--- config.mk ---
export PLATFORM = sky130hd
export DESIGN_NAME = rlb_chan
export DESIGN_NICKNAME = d
export VERILOG_FILES = /design/src/rtl/rlb_pkg.sv /design/src/rtl/rlb_div.sv /design/src/rtl/rlb_chan.sv
export SDC_FILE = /design/constraint.sdc
export NUM_CORES = 2
export LEC_CHECK = 0
export BUFFER_PORTS_ARGS = -buffer_cell sky130_fd_sc_hd__buf_2
export CORE_ASPECT_RATIO = 0.9
export CORE_UTILIZATION = 59
export DETAILED_ROUTE_END_ITERATION = 10
export GPL_TIMING_DRIVEN = 0
export PLACE_DENSITY = 0.79
export REMOVE_ABC_BUFFERS = 1
export SYNTH_ARGS = -nofsm -noshare
export SYNTH_HDL_FRONTEND = slang
export SYNTH_HIERARCHICAL = 1
export SYNTH_SLANG_ARGS = --single-unit
--- constraint.sdc ---
create_clock -name clk -period 9.1 [get_ports clk]
set_input_delay 1.82 -clock clk [delete_from_list [all_inputs] [get_ports clk]]
set_output_delay 1.82 -clock clk [all_outputs]
set_load 0.005 [all_outputs]
--- src/rtl/rlb_pkg.sv ---
`default_nettype none

package rlb_pkg;

  localparam int CHANNEL_BITS = 8;
  localparam int T_BITS       = CHANNEL_BITS + 1;
  localparam int K_BITS       = 2 * CHANNEL_BITS;
  localparam int NUM_BITS     = 3 * CHANNEL_BITS;
  localparam int NUM_CHANNELS = 4;

  localparam logic [CHANNEL_BITS-1:0] CH_MAX = {CHANNEL_BITS{1'b1}};
  localparam logic [T_BITS-1:0]       T_ONE  = T_BITS'(256);
  localparam logic [K_BITS-1:0]       W_ONE  = K_BITS'(65280);

  // blend mode codes
  localparam logic [2:0] MODE_LERP  = 3'd0;
  localparam logic [2:0] MODE_ADD   = 3'd1;
  localparam logic [2:0] MODE_SUB   = 3'd2;
  localparam logic [2:0] MODE_MUL   = 3'd3;
  localparam logic [2:0] MODE_DIV   = 3'd4;
  localparam logic [2:0] MODE_ALPHA = 3'd5;

  // configuration register indexes
  localparam int CFG_INDEX_BITS = 3;
  localparam int CFG_DATA_BITS  = T_BITS;

  localparam logic [CFG_INDEX_BITS-1:0] REG_MODE  = 3'd0;
  localparam logic [CFG_INDEX_BITS-1:0] REG_TRANS = 3'd1;
  localparam logic [CFG_INDEX_BITS-1:0] REG_RED   = 3'd2;
  localparam logic [CFG_INDEX_BITS-1:0] REG_GREEN = 3'd3;
  localparam logic [CFG_INDEX_BITS-1:0] REG_BLUE  = 3'd4;

  typedef logic [CHANNEL_BITS-1:0] chan_t;

  typedef struct packed {
    chan_t dest_red;
    chan_t dest_green;
    chan_t dest_blue;
    chan_t dest_alpha;
    logic  src_present;
    chan_t src_red;
    chan_t src_green;
    chan_t src_blue;
    chan_t src_alpha;
  } pixel_in_t;

  typedef struct packed {
    chan_t out_red;
    chan_t out_green;
    chan_t out_blue;
    chan_t out_alpha;
  } pixel_out_t;

  // per-lane control handed from the top level to each channel
  typedef struct packed {
    logic [2:0] mode;
    logic       pass;
  } lane_ctl_t;

endpackage

`default_nettype wire

--- src/rtl/rlb_div.sv ---
`default_nettype none

// saturating 16 by 8 divider, four quotient bits on each side of one register
module rlb_div (
  input  wire logic                         clk,
  input  wire logic [rlb_pkg::K_BITS-1:0]   num,
  input  wire logic [rlb_pkg::CHANNEL_BITS-1:0] den,
  output logic      [rlb_pkg::CHANNEL_BITS-1:0] quot
);

  localparam int KB = rlb_pkg::K_BITS;
  localparam int CB = rlb_pkg::CHANNEL_BITS;
  localparam int HB = CB / 2;

  logic [KB-1:0] rem_next;
  logic [HB-1:0] qhi_next;
  logic          ovf_next;

  logic [KB-1:0] rem;
  logic [HB-1:0] qhi;
  logic          ovf;
  logic [CB-1:0] den_r;

  logic [HB-1:0] qlo;

  // upper quotient bits
  always_comb begin
    logic [KB-1:0] r;
    logic [KB-1:0] sh;
    r        = num;
    qhi_next = '0;
    ovf_next = (num >= {den, {CB{1'b0}}});
    for (int i = HB - 1; i >= 0; i--) begin
      sh = KB'(den) << (i + HB);
      if (r >= sh) begin
        r = r - sh;
        qhi_next[i] = 1'b1;
      end
    end
    rem_next = r;
  end

  always_ff @(posedge clk) begin
    rem   <= rem_next;
    qhi   <= qhi_next;
    ovf   <= ovf_next;
    den_r <= den;
  end

  // lower quotient bits
  always_comb begin
    logic [KB-1:0] r;
    logic [KB-1:0] sh;
    r   = rem;
    qlo = '0;
    for (int i = HB - 1; i >= 0; i--) begin
      sh = KB'(den_r) << i;
      if (r >= sh) begin
        r = r - sh;
        qlo[i] = 1'b1;
      end
    end
  end

  assign quot = ovf ? rlb_pkg::CH_MAX : {qhi, qlo};

endmodule

`default_nettype wire

--- src/rtl/rlb_chan.sv ---
`default_nettype none

// one colour channel: products, linear blends, numerator, divide, select
module rlb_chan (
  input  wire logic                         clk,
  input  wire rlb_pkg::chan_t               d,
  input  wire rlb_pkg::chan_t               s,
  input  wire logic [rlb_pkg::T_BITS-1:0]   t,
  input  wire rlb_pkg::lane_ctl_t           ctl,
  input  wire logic [rlb_pkg::K_BITS-1:0]   w,
  input  wire logic [rlb_pkg::K_BITS-1:0]   wc,
  output rlb_pkg::chan_t                    value
);

  localparam int CB = rlb_pkg::CHANNEL_BITS;
  localparam int TB = rlb_pkg::T_BITS;
  localparam int KB = rlb_pkg::K_BITS;
  localparam int NB = rlb_pkg::NUM_BITS;
  localparam int PB = KB + 1;

  // stage b: first products
  logic [TB-1:0] tc;
  logic          szero;
  rlb_pkg::chan_t sv;
  logic [PB-1:0] p1_full;
  logic [PB-1:0] p2_full;
  logic [PB-1:0] p3_full;
  logic [PB-1:0] k_full;

  rlb_pkg::chan_t     d_b;
  rlb_pkg::chan_t     s_b;
  logic               szero_b;
  rlb_pkg::lane_ctl_t ctl_b;
  logic [KB-1:0]      p1_b;
  logic [KB-1:0]      p2_b;
  logic [KB-1:0]      k_b;

  assign tc    = rlb_pkg::T_ONE - t;
  assign szero = (s == '0);
  // divide by a zero source channel becomes a lerp towards full or zero
  assign sv    = ((ctl.mode == rlb_pkg::MODE_DIV) && szero) ?
                 ((d != '0) ? rlb_pkg::CH_MAX : '0) : s;

  assign p1_full = PB'(d) * PB'(tc);
  assign p2_full = PB'(sv) * PB'(t);
  assign p3_full = PB'(s) * PB'(tc);
  assign k_full  = (ctl.mode == rlb_pkg::MODE_MUL) ?
                   ({tc, {CB{1'b0}}} - PB'(tc) + p2_full) :
                   (p3_full + {t, {CB{1'b0}}} - PB'(t));

  always_ff @(posedge clk) begin
    d_b     <= d;
    s_b     <= s;
    szero_b <= szero;
    ctl_b   <= ctl;
    p1_b    <= p1_full[KB-1:0];
    p2_b    <= p2_full[KB-1:0];
    k_b     <= k_full[KB-1:0];
  end

  // stage c: linear modes and the wide products
  logic [PB-1:0]  lerp_sum;
  logic [PB-1:0]  add_sum;
  logic [KB-1:0]  d_sh;
  logic [KB-1:0]  sub_diff;
  rlb_pkg::chan_t lin;
  logic [KB-1:0]  ka;
  logic [KB-1:0]  kb;
  logic [NB-1:0]  pa;
  logic [NB-1:0]  pb;

  rlb_pkg::chan_t     lin_c;
  logic [NB-1:0]      pa_c;
  logic [NB-1:0]      pb_c;
  rlb_pkg::chan_t     d_c;
  rlb_pkg::chan_t     s_c;
  logic               szero_c;
  rlb_pkg::lane_ctl_t ctl_c;

  assign lerp_sum = PB'(p1_b) + PB'(p2_b);
  assign d_sh     = {d_b, {CB{1'b0}}};
  assign add_sum  = PB'(d_sh) + PB'(p2_b);
  assign sub_diff = d_sh - p2_b;

  always_comb begin
    case (ctl_b.mode)
      rlb_pkg::MODE_ADD: begin
        lin = add_sum[KB] ? rlb_pkg::CH_MAX : add_sum[KB-1:CB];
      end
      rlb_pkg::MODE_SUB: begin
        lin = (d_sh <= p2_b) ? '0 : sub_diff[KB-1:CB];
      end
      default: begin
        lin = lerp_sum[KB-1:CB];
      end
    endcase
  end

  assign ka = (ctl_b.mode == rlb_pkg::MODE_ALPHA) ? wc : k_b;
  assign kb = (ctl_b.mode == rlb_pkg::MODE_ALPHA) ? w : '0;
  assign pa = NB'(d_b) * NB'(ka);
  assign pb = NB'(s_b) * NB'(kb);

  always_ff @(posedge clk) begin
    lin_c   <= lin;
    pa_c    <= pa;
    pb_c    <= pb;
    d_c     <= d_b;
    s_c     <= s_b;
    szero_c <= szero_b;
    ctl_c   <= ctl_b;
  end

  // stage d: numerator, scaled down by 256
  logic [NB-1:0] num;

  logic [KB-1:0]      y_d;
  rlb_pkg::chan_t     lin_d;
  rlb_pkg::chan_t     d_d;
  rlb_pkg::chan_t     s_d;
  logic               szero_d;
  rlb_pkg::lane_ctl_t ctl_d;

  assign num = pa_c + pb_c;

  always_ff @(posedge clk) begin
    y_d     <= num[NB-1:CB];
    lin_d   <= lin_c;
    d_d     <= d_c;
    s_d     <= s_c;
    szero_d <= szero_c;
    ctl_d   <= ctl_c;
  end

  // stage e: divide by 255 by estimate and correction, divider runs alongside
  logic [CB:0]    r255;
  rlb_pkg::chan_t q255;
  rlb_pkg::chan_t qdiv;

  rlb_pkg::chan_t     q255_e;
  rlb_pkg::chan_t     lin_e;
  rlb_pkg::chan_t     d_e;
  logic               szero_e;
  rlb_pkg::lane_ctl_t ctl_e;

  assign r255 = (CB + 1)'(y_d[CB-1:0]) + (CB + 1)'(y_d[KB-1:CB]);

  always_comb begin
    if (r255 >= (CB + 1)'(2 * 255)) begin
      q255 = y_d[KB-1:CB] + CB'(2);
    end else if (r255 >= (CB + 1)'(255)) begin
      q255 = y_d[KB-1:CB] + CB'(1);
    end else begin
      q255 = y_d[KB-1:CB];
    end
  end

  rlb_div u_div (
    .clk  (clk),
    .num  (y_d),
    .den  (s_d),
    .quot (qdiv)
  );

  always_ff @(posedge clk) begin
    q255_e  <= q255;
    lin_e   <= lin_d;
    d_e     <= d_d;
    szero_e <= szero_d;
    ctl_e   <= ctl_d;
  end

  // output register
  rlb_pkg::chan_t value_next;

  always_comb begin
    if (ctl_e.pass) begin
      value_next = d_e;
    end else begin
      case (ctl_e.mode)
        rlb_pkg::MODE_LERP,
        rlb_pkg::MODE_ADD,
        rlb_pkg::MODE_SUB: begin
          value_next = lin_e;
        end
        rlb_pkg::MODE_MUL,
        rlb_pkg::MODE_ALPHA: begin
          value_next = q255_e;
        end
        rlb_pkg::MODE_DIV: begin
          value_next = szero_e ? lin_e : qdiv;
        end
        default: begin
          value_next = d_e;
        end
      endcase
    end
  end

  always_ff @(posedge clk) begin
    value <= value_next;
  end

endmodule

`default_nettype wire

; ---- Word-level counts from Yosys, hierarchy flattened
; Index checks and enable logic that the tools add are counted.
; W data, S select, Z words.
[totals]
regBits = 257
input_bits = 62
out_inout_bits = 8
wordCells = 115
[classes]
addsub = 19
multipliers = 5
n_lt_le_gt_ge = 12
eq_ne = 10
mux = 29
reduce_logical = 6
[op_table]
columns = cell, count
row1 = $mux W16, 10
row2 = $mux W8, 9
row3 = $add A16 B16 Y16, 3
row4 = $mul A8 B16 Y24, 2
row5 = $mul A8 B9 Y16, 3
row6 = $sub A16 B9 Y16, 3
row7 = $add A24 B24 Y24, 1
row8 = $pmux W8 S3, 1
row9 = $add A16 B16 Y17, 1
row10 = $ge A16 B10 Y1, 1
row11 = $ge A16 B11 Y1, 1
row12 = $ge A16 B12 Y1, 1
row13 = $ge A16 B13 Y1, 1
row14 = $ge A16 B14 Y1, 1
row15 = $ge A16 B15 Y1, 1
row16 = $ge A16 B16 Y1, 1
row17 = $ge A16 B8 Y1, 1
row18 = $ge A16 B9 Y1, 1
row19 = $le A16 B16 Y1, 1
row20 = $pmux W8 S2, 1
row21 = $sub A16 B10 Y16, 1
row22 = $sub A16 B11 Y16, 1
row23 = $sub A16 B12 Y16, 1
row24 = $sub A16 B13 Y16, 1
row25 = other kinds (19), 33

; ---- Longest topological paths before layout
[logic_depth]
ltp_word = 12
ltp_mapped = 45
depth_no_buf = 43

; ---- Modules after synthesis
; The synthesis kept the hierarchy.
[modules_own_cells]
columns = mod, n_inst, cells_per_inst, area_each_um2, seq_area_each_um2
row1 = rlb_chan, 1, 2551, 23548.8, 4564.4
row2 = rlb_div, 1, 651, 4959.8, 580.6

; ---- Worst setup path after synthesis
; No wires, ideal clock.
[synth_timing]
kind = input port to flip-flop
start = input port s[7]
end = register k_b[15]
setup_time_ns = 0.129
t_arrival_ns = 8.709
t_required_ns = 8.971
setup_slack_ns = 0.262
cell_stages = 32
path_buffers = 3
path_cell_list = or4_1 -> nor4b_4 -> and3_1 -> clkbuf_1 -> buf_2 -> buf_2 -> nor3_1 -> fa_1 -> inv_1 -> fa_1 -> inv_1 -> fa_1 -> inv_1 -> fa_1 -> inv_1 -> ha_1 -> o21a_1 -> o31a_1 -> o21ai_0 -> nand2b_1 -> xnor2_1 -> ha_1 -> inv_1 -> ha_1 -> a21oi_1 -> nand2b_1 -> o311ai_0 -> a211o_1 -> a21oi_1 -> xnor2_1 -> xnor2_1 -> mux2i_1
[synth_between]
elab_chain_cells = 6
word_cells_on_any_way = 9
classes_between = 3 x add/sub / 2 x mul / 2 x mux / 2 x reduce/logical
[synth_lines]
columns = element, line
row1 = "start, declared", rlb_chan.sv:7  ; input wire rlb_pkg::chan_t s,
row2 = branches (longest 5 deep; another with $mul A8 B9 Y16), -
row3 = $mux W16 *, rlb_chan.sv:47  ; assign k_full = (ctl.mode == rlb_pkg::MODE_MUL) ?
row4 = net k_full[15], rlb_chan.sv:28  ; logic [PB-1:0] k_full;
row5 = "end signal, assigned", rlb_chan.sv:58  ; k_b <= k_full[KB-1:0];
row6 = "end, declared", rlb_chan.sv:36  ; logic [KB-1:0] k_b;
; Mark *: on every way through the listed nets, which the timed path passes.

; ---- Worst setup path after layout
[layout_timing]
start = input port s[2]
end = register k_b[15]
[layout_between]
elab_chain_cells = 6
word_cells_on_any_way = 9
classes_between = 3 x add/sub / 2 x mul / 2 x mux / 2 x reduce/logical
[layout_lines]
columns = element, line
row1 = $logic_not A8 Y1, rlb_chan.sv:39  ; assign szero = (s == '0);
row2 = $logic_and A1 B1 Y1, rlb_chan.sv:41  ; assign sv = ((ctl.mode == rlb_pkg::MODE_DIV) && szero) ?
row3 = $mux W8 *, rlb_chan.sv:41
row4 = $mul A8 B9 Y16 *, rlb_chan.sv:45  ; assign p2_full = PB'(sv) * PB'(t);
row5 = net p2_full[7], rlb_chan.sv:26  ; logic [PB-1:0] p2_full;
row6 = $add A16 B16 Y16 *, rlb_chan.sv:48  ; ({tc, {CB{1'b0}}} - PB'(tc) + p2_full) :
row7 = $mux W16 *, rlb_chan.sv:47
row8 = net k_full[15], rlb_chan.sv:28
; The timed path passes the listed nets; every way through them passes the cells marked *.

==> impl_metrics.py <==
metrics = {
    "status": {
        "status": "complete, but fails checks",
        "violations": "DRC",
    },
    "sta": {
        "slew_headroom_pct": 18.5,
        "finalClockSkew_ns": 0.0198,
        "period_minus_slack_ns": 8.92,
        "hold_viol_final": 0,
        "rsz0062_at_grt": "true",
        "holdWs_ns": 0.320,
        "slew_viol_final": 0,
        "final-setup-viol-count": 0,
        "fmax_ghz": 0.112,
        "period_share_pct": 98.0,
        "worstMarginPinSlew_ns": 1.21,
    },
    "hold_path": {
        "hold_depth": 0,
        "min_to": "d_d[1]$_DFF_P_",
        "worstHoldPathType": "register to register",
        "hp-start": "d_c[1]$_DFF_P_",
    },
    "detailed_routing": {
        "wl_per_cell_um": 18.1,
        "vias": 22750,
        "drc_errors": 4,
        "drtIter0Drc": 1516,
        "wirelength_mm": 70.7,
        "dr.pass1.iters": 10,
        "ant_nets": 0,
        "via_per_inst": 5.83,
    },
    "synth": {
        "synth.distinct_cells": 97,
        "synth-edff-count": 0,
        "ys_seq_area_share_pct": 18.0,
        "synth_top_area_share_pct": 22.3,
        "async_reset_ff_share_pct": 0,
        "syn_area_per_cell_um2": 8.90,
        "yosysTopAreaCell": "fa_1",
        "yosysWarnings": 6,
        "synth_ff_type": "dfxtp_1",
        "syn_inst": 3202,
        "ys_ff_latch": 257,
        "synthTopCellsByArea": "fa_1, dfxtp_1, ha_1, inv_1, nand2_1",
        "synth_area_mm2": 0.0285,
    },
    "setup_path": {
        "rrSetupSlack_ns": 0.35,
        "critPathLaunch": "s[2]",
        "critPathMaxFanout": 12,
        "worstRegToRegCells": 41,
        "rr_endpoint": "u_div/rem[10]$_DFF_P_",
        "critPathCaptureType": "register",
        "worstReg2RegStart": "s_d[0]$_DFF_P_",
        "path_class": "input port to register",
        "crit_arrival_ns": 9.30,
        "start_kind": "input port",
        "cp.required_ns": 9.48,
    },
    "layout": {
        "layout_common_cells": "inv_1, ha_1, nand2_1",
        "num_antenna_cells": 0,
        "layout-drive-gt1-share_pct": 8.47,
        "layout_commonest_cell": "inv_1",
        "layout.cells.non_filler": 3905,
        "fillers": 3876,
        "nNetsFinal": 4004,
        "area_growth_pct": 8.48,
        "final_util_pct": 64.8,
        "finish.instance_area_mm2": 0.0309,
    },
    "placed_design": {
        "placed_cell_area_mm2": 0.0295,
        "place_inst": 3826,
        "place_congestion": 0.930,
        "dpl.hpwl_mm": 56.6,
        "port_buffers": 69,
    },
    "global_route": {
        "grt_max_degree": 68,
        "antenna_found_initial": 0,
        "grt_overflow": 0,
        "grt_use_total_pct": 29.2,
        "grt_pass1_vias": 23644,
        "grt_first_pass_wirelength_mm": 116,
    },
    "clocking": {
        "cts_buffer_depth": 3,
        "insertion_delay_ns": 0.56,
        "clockRootBuffer": "clkbuf_16",
        "clock_sinks": 257,
        "ctsHoldBuffers": 0,
        "htreeDepth": 1,
        "cts_tree": "done",
        "cts_inserted_buffers": 27,
        "clkTransAtPathRegs_ns": 0.07,
    },
    "floorplanning": {
        "initial_utilization_pct": 59.7,
        "placementRows": 76,
        "fp.dieW_um": 234,
        "dieArea_mm2": 0.0492,
        "io_pins": 70,
        "core_area_mm2": 0.0477,
        "fp.dieH_um": 211,
    },
    "flow_run": {
        "drv_cap": 0,
    },
}
-- cells in the mapped netlist (all sizes together), types with 60 or more instances --
master	n
inv	447
ha	365
nand2	333
fa	317
dfxtp	257
nor2	172
a21oi	144
and2	139
xnor2	113
o21ai	101
nor3	75
and3	73
clkbuf	64
xor2	60
-- worst max path at each step --
stage	to	slack, ns	cells past startpoint
after CTS	value[0]$_DFF_P_	-0.0007	38
final	k_b[15]$_DFF_P_	0.18	27
after global placement	value[0]$_DFF_P_	-1.64	37
after global routing	value[0]$_DFF_P_	-0.11	38
after floorplan	k_b[15]$_DFF_P_	-0.06	29
after detailed placement	value[0]$_DFF_P_	-1.70	37
-- state kept, by name, summed over array words and instances (netlist names), 16 cells and up --
signal     flops
k_b           16
p1_b          16
p2_b          16
pa_c          24
pb_c          24
u_div/rem     16
y_d           16
-- per-stage QoR --
stage	TNS (ns)	worst slack, ns
finish	0	0.178
global route	-0.123	-0.107
CTS	-0.000715	-0.000715
detailed placement	-20.49	-1.70
global placement	-25.02	-1.64
floorplan	-0.0641	-0.0641
-- cell families after synthesis --
family | Yosys count | share of synthesized area, %
AOI/OAI and AO/OA | 497 | 11.6
xor gates and xnor gates | 173 | 5.34
muxes | 50 | 1.98
and+or+nand+nor | 1018 | 17.8
DFF | 257 | 18.0
buffers and inverters | 525 | 6.98
adders and majority gates | 682 | 38.3
-- critical path, stage by stage --
cell and delay, ns:
buf_2 0.20, or4_4 0.59, nor4b_4 0.42, buf_4 0.20, mux2_4 0.36, nand2_1 0.11, fa_1 0.46, fa_1 0.56
inv_1 0.06, fa_1 0.53, inv_1 0.05, fa_1 0.54, inv_1 0.05, ha_1 0.32, o21a_1 0.13, o31a_1 0.14
a21oi_1 0.39, ha_1 0.32, ha_1 0.23, or3_1 0.38, a21oi_1 0.23, o311ai_1 0.21, a211o_1 0.33, a21oi_1 0.22
xnor2_1 0.16, xnor2_1 0.16, mux2i_1 0.14
-- area by class of cell --
cell class	count	area [µm²]	area share, %
multi-input cells	2422	21700	70.1
inverters	450	1700	5.49
repair buffers	102	641	2.07
well taps	624	781	2.52
flip-flops and latches	257	5150	16.6
clock buffers	34	752	2.43
clock inverters	16	213	0.688
-- what timing repair did --
action / 4_1_cts / 5_1_grt
resized for setup: 24 / 37
buffers inserted: 10 / 17
pin swaps: 5 / 10
gates cloned: 1 / 1
setup endpoints to repair: 21 / 17
-- metal layers --
| layer | vias to the layer above | GRT usage [%] | part of all wire (%) |
|---|---|---|---|
| met1 | 11079 | 37.3 | 42 |
| met2 | 755 | 50.2 | 48 |
| li1 | 10765 | - | - |
| met3 | 151 | 4.22 | 6.4 |
| met5 | - | 0 | 0 |
| met4 | 0 | 9.83 | 3.2 |
Power is left out: the tool's default activity adds up to more than one toggle a clock period on the data nets, which glitch-free logic cannot reach.
